`src/rtl/clms_pkg.sv`:
```
package clms_pkg;

  localparam int unsigned SampleBitsDef = 16;
  localparam int unsigned WeightBitsDef = 24;
  localparam int unsigned PhaseItersDef = 16;
  localparam int unsigned MuBits        = 16;
  localparam int unsigned PhaseBits     = 16;
  localparam int unsigned AngBits       = 32;
  localparam int unsigned AtanDepth     = 24;
  localparam int unsigned CfgIdxBits    = 2;

  localparam logic [CfgIdxBits-1:0] CfgStepSize = 2'd0;
  localparam logic [CfgIdxBits-1:0] CfgRefReal  = 2'd1;
  localparam logic [CfgIdxBits-1:0] CfgRefImag  = 2'd2;

  localparam logic [MuBits-1:0] StepSizeRst = 16'd256;

  function automatic logic [AngBits-1:0] atan_turn(input logic [4:0] idx);
    logic [AngBits-1:0] r;
    r = '0;
    case (idx)
      5'd0:  r = 32'h20000000;
      5'd1:  r = 32'h12E4051E;
      5'd2:  r = 32'h09FB385B;
      5'd3:  r = 32'h051111D4;
      5'd4:  r = 32'h028B0D43;
      5'd5:  r = 32'h0145D7E1;
      5'd6:  r = 32'h00A2F61E;
      5'd7:  r = 32'h00517C55;
      5'd8:  r = 32'h0028BE53;
      5'd9:  r = 32'h00145F2F;
      5'd10: r = 32'h000A2F98;
      5'd11: r = 32'h000517CC;
      5'd12: r = 32'h00028BE6;
      5'd13: r = 32'h000145F3;
      5'd14: r = 32'h0000A2FA;
      5'd15: r = 32'h0000517D;
      5'd16: r = 32'h000028BE;
      5'd17: r = 32'h0000145F;
      5'd18: r = 32'h00000A30;
      5'd19: r = 32'h00000518;
      5'd20: r = 32'h0000028C;
      5'd21: r = 32'h00000146;
      5'd22: r = 32'h000000A3;
      5'd23: r = 32'h00000051;
      default: r = '0;
    endcase
    return r;
  endfunction

endpackage

```
`src/rtl/clms_fifo.sv`:
```
module clms_fifo import clms_pkg::*; #(
  parameter int unsigned Width = 36
) (
  input  logic             clk_i,
  input  logic             rst_ni,
  input  logic             in_valid_i,
  output logic             in_ready_o,
  input  logic [Width-1:0] in_data_i,
  output logic             out_valid_o,
  input  logic             out_ready_i,
  output logic [Width-1:0] out_data_o
);

  logic [Width-1:0] mem_q [2];
  logic wp_q, rp_q;
  logic [1:0] cnt_q;
  logic wr, rd;

  assign in_ready_o  = cnt_q != 2'd2;
  assign out_valid_o = cnt_q != 2'd0;
  assign wr = in_valid_i && in_ready_o;
  assign rd = out_valid_o && out_ready_i;
  assign out_data_o = mem_q[rp_q];

  always_ff @(posedge clk_i or negedge rst_ni) begin
    if (!rst_ni) begin
      wp_q <= 1'b0;
      rp_q <= 1'b0;
      cnt_q <= '0;
    end else begin
      if (wr) wp_q <= ~wp_q;
      if (rd) rp_q <= ~rp_q;
      cnt_q <= cnt_q + {1'b0, wr} - {1'b0, rd};
    end
  end

  always_ff @(posedge clk_i) begin
    if (wr) mem_q[wp_q] <= in_data_i;
  end

endmodule

```
`config.mk`:
```
export PLATFORM = sky130hd
export DESIGN_NAME = clms_fifo
export DESIGN_NICKNAME = d
export VERILOG_FILES = /design/src/rtl/clms_pkg.sv /design/src/rtl/clms_fifo.sv
export SDC_FILE = /design/constraint.sdc
export NUM_CORES = 1
export LEC_CHECK = 0
export BUFFER_PORTS_ARGS = -buffer_cell sky130_fd_sc_hd__buf_2
export CAP_MARGIN = 20
export CORE_ASPECT_RATIO = 0.6
export CORE_MARGIN = 4
export CORE_UTILIZATION = 35
export CTS_CLUSTER_DIAMETER = 80
export DETAILED_ROUTE_END_ITERATION = 6
export PLACE_DENSITY_LB_ADDON = 0.2
export SYNTH_ARGS = -nofsm -noshare
export SYNTH_HDL_FRONTEND = slang
export SYNTH_SLANG_ARGS = --single-unit
```
`constraint.sdc`:
```
create_clock -name clk_i -period 7.99 [get_ports clk_i]
set_clock_uncertainty 0.05 [all_clocks]
set_input_delay 0.799 -clock clk_i [delete_from_list [all_inputs] [get_ports clk_i]]
set_output_delay 0.799 -clock clk_i [all_outputs]
set_load 0.005 [all_outputs]
```
Yosys cells after proc, flatten, opt, wreduce, memory -nomap -nowiden
Memory sizes are Yosys's and may differ from the RTL's.
Cells that the tools add are included.
{"block": "classes", "n_reduce_logical": 3, "n_bitwise": 2, "muxes": 2, "n_eq_ne": 1, "add_sub_neg": 2}
{"cell": "$add 2x1->2", "n": 1}
{"cell": "$logic_and 1x1->1", "n": 2}
{"cell": "$mux 1", "n": 2}
{"cell": "$ne 2x2->1 const B", "n": 1}
{"cell": "$not 1->1", "n": 2}
{"cell": "$reduce_bool 2->1", "n": 1}
{"cell": "$sub 2x1->2", "n": 1}
{"block": "totals", "register_bits": 4, "ram_bits": 72, "memories": 1, "in_bits": 40}
{"memory": "mem_q", "words": 2, "word_bits": 36, "read_ports": 1, "rd_ports_with_merged_regs": 0, "write_ports": 1, "line": "clms_fifo.sv:14", "text": "logic [Width-1:0] mem_q [2];"}

Depth between registers and ports, before layout
{"block": "depth", "ltp_word": 4, "depth_mapped": 7, "depth_no_buf": 7}

Worst setup path before layout
Ideal clock, no wire load.
{"block": "synth_path", "kind": "in2reg", "start": "input in_valid_i", "end": "memory mem_q[0][0], enable pin", "setup_ps": 429, "stages": 2, "path_slack_ps": 5098, "path_buffers": 0, "arrival_time_ps": 2413, "required_ps": 7511, "cell_sequence": "nand2_1 > nor2_1"}
{"block": "synth_between", "elab_chain_cells": 3}
{"item": "start: declaration", "line": "clms_fifo.sv:6", "text": "input logic in_valid_i,"}
{"item": "$logic_and 1x1->1", "line": "clms_fifo.sv:21", "text": "assign wr = in_valid_i && in_ready_o;"}
{"item": "$mux 1", "line": "clms_fifo.sv:38", "text": "if (wr) mem_q[wp_q] <= in_data_i;"}
{"item": "$mux 1 (not written as such)", "line": "clms_fifo.sv:38"}
{"item": "end: declaration", "line": "clms_fifo.sv:14"}
Every way passes these cells.

Worst setup path after layout
{"block": "layout_path", "start": "register rp_q", "end": "output out_data_o[2]"}
{"block": "layout_between", "elab_chain_cells": 1}
{"item": "start: declaration", "line": "clms_fifo.sv:15", "text": "logic wp_q, rp_q;"}
{"item": "start signal: assignment", "line": "clms_fifo.sv:32", "text": "if (rd) rp_q <= ~rp_q;"}
{"item": "$mem_v2 2x36"}
{"item": "end: declaration", "line": "clms_fifo.sv:11", "text": "output logic [Width-1:0] out_data_o"}
Every way passes these cells.

==> results.json <==
{
  "synth_cell_types": 15,
  "power_leakage_nw": 1.511,
  "postSynthAreaPerCell_sq_um": 22.64,
  "seqPwrFrac_pct": 40.6,
  "worstSetupEndpointType": "output port",
  "min_period_ps": 2460,
  "worstHoldPathType": "in -> async",
  "vdd_drop_max_mv": 0.1695,
  "slew_violations": 0,
  "post-cts-setup-buffer-count": 0,
  "layout-drive-gt1-share_pct": 61.36,
  "hpwl_um": 3177,
  "post-place-ws_ps": 5442,
  "syn-cell-area_sq_mm": 0.002920,
  "vias": 1413,
  "yosysTopAreaCell": "edfxtp_1",
  "numCtsBuffers": 9,
  "synth-edff-count": 72,
  "synth_most_common_cell": "edfxtp_1",
  "sw_frac_of_total_pct": 25.11,
  "synth_seq_area_share_pct": 77.46,
  "grt_pass1_wl_um": 7507,
  "crit_path_max_fanout": 29,
  "port-buffer-count": 77,
  "ios": 78,
  "grt_max_degree": 38,
  "outcome": "completed",
  "die_y_um": 78.76,
  "htreeDepth": 3,
  "worst_r2r_path_depth": 2,
  "ant_nets": 0,
  "gr-usage-all-layers_pct": 10.46,
  "cp-startpoint": "rp_q$_DFFE_PN0P_",
  "insertion_delay_ps": 320,
  "async_flop_share_pct": 5.263,
  "p_int_mw": 1.077,
  "cts_buffer_depth": 2,
  "wl_um": 4958,
  "gp_congestion": 0.6860,
  "regToRegEndpoint": "mem_q[1][32]$_DFFE_PP_",
  "synth_area_leaders": "edfxtp_1, mux2_4, dfrtp_1",
  "syn_to_final_growth_pct": 29.65,
  "cts_resized": 0,
  "yosys_register_bits": 76,
  "rows": 25,
  "clock_sinks": 76,
  "crit_type": "reg -> out",
  "powerDensity_mw_per_mm2": 379.8,
  "worstMarginPinSlew_ps": 880.9,
  "fin_nets": 257,
  "timing.fmax_mhz": 406.5,
  "root_buffer": "clkbuf_16",
  "start_util_pct": 36.47,
  "p_clk_share_pct": 31.3,
  "p_sw_uw": 361.0,
  "first_global_vias": 1410,
  "finalSetupViolCount": 0,
  "overflow": 0,
  "yosys-top-cells-count": "edfxtp_1, mux2_4, mux2_2",
  "cts_hold_repair.buffers": 0,
  "rsz0062_at_grt": "no",
  "drcViolationCount": 0,
  "post_drt_wl_per_cell_um": 15.12,
  "ys.flop_type": "edfxtp_1",
  "synth_top_area_share_pct": 74.04,
  "dr.pass1.iters": 4,
  "synth_nets": 171,
  "fin_crit_sh_pct": 30.79,
  "diodes": 0,
  "core_sq_mm": 0.008008,
  "ys_warn_count": 0,
  "required_ps": 7140,
  "worstPathArrival_ps": 1610,
  "drt_iter0_drc": 35,
  "slew_headroom_pct": 41.27,
  "fin_setup_tns_ps": 0,
  "dieArea_sq_mm": 0.009917,
  "cap_violations": 0,
  "antenna_found_initial": 0,
  "tritoncts": "built",
  "via_per_inst": 4.308,
  "die_w_um": 125.9,
  "p_comb_share_pct": 28.1,
  "layout_setup_ws_ps": 5530,
  "cp-start-kind": "flip-flop",
  "cts.clk_slew.worst_paths_ps": 60,
  "regToRegSetupSlack_ps": 6230,
  "hold_viol": 0,
  "r2r_start": "cnt_q[0]$_DFF_PN0_",
  "syn_inst": 129
}
[layout by cell type (no fill, tap or decap), drive strengths merged]
master | synthesis | layout
buf | 4 | 79
edfxtp | 72 | 72
mux2 | 36 | 36
clkbuf | 0 | 9
dfrtp | 4 | 4
xnor2 | 3 | 3
bufinv | 0 | 3
ha | 2 | 2
clkinvlp | 0 | 2
clkinv | 0 | 2
or2 | 1 | 1
and2 | 1 | 1
inv | 1 | 1
nand2b | 1 | 1
nand2 | 1 | 1
and3 | 1 | 1
nor2 | 1 | 1
xor2 | 1 | 1
[how the worst max path moves through the flow]
stage          slack (ps)                     to  depth (start not counted)
4_1_cts              5080          out_data_o[1]                          2
6_report             5530          out_data_o[2]                          3
5_1_grt              5450          out_data_o[1]                          3
3_5_place_dp         5440          out_data_o[1]                          2
3_3_place_gp         5460          out_data_o[2]                          2
2_1_floorplan        5100  mem_q[0][0]$_DFFE_PP_                          2
[critical path: stages, from the launching register on]
cell and delay (ps):
dfrtp_2 520, buf_12 270, mux2_2 360, buf_2 120
[flip-flops by register name, indices dropped and copies added, names as in the netlist]
name and flops:
mem_q 72, cnt_q 2, rp_q 1, wp_q 1
[kinds of logic (layout without fill, tap and decap cells)]
kind of cell	Yosys count	in the layout	synth area share [%]
xor+xnor	4	4	1.200
fa+ha+maj	2	2	0.8568
simple gates	6	6	1.200
flops	76	76	77.46
mux	36	36	17.61
buf+inv	5	96	1.671
[power groups by stage]
stage	sequential (mW)	combinational, mW	clock, mW
after floorplan	0.576	0.282	0
after global placement	0.631	0.360	0
after detailed placement	0.633	0.360	0
after CTS	0.626	0.364	0.464
after global routing	0.591	0.442	0.483
final	0.584	0.404	0.450
[metal layers]
metal  up-vias  wire length [um]  track usage [%]
li1        672                 -                -
met2        53              2107            14.42
met1       680              2340            13.12
met3         8               428            6.183
met5         -                 0                0
met4         0                81            4.818
[cell type report]
cell class	count	area (sq um)
clock buffer	9	225.2
clock inverter	7	115.1
fill	697	4222
inverter	1	3.754
multi-input combinational	48	618.1
sequential	76	2263
tap	108	135.1
timing repair buffer	79	425.4
[per-stage QoR]
stage	hold WS, ps	total power, mW	cells	util [%]	area, sq um
2_1_floorplan	410.8	0.8584	129	-	2920
3_3_place_gp	458.0	0.9911	310	42.53	3406
3_5_place_dp	470.1	0.9937	310	42.53	3406
4_1_cts	204.6	1.455	326	46.78	3746
5_1_grt	208.1	1.516	328	47.28	3786
6_report	220.5	1.438	328	47.28	3786
(Power assumes the default switching activity.)
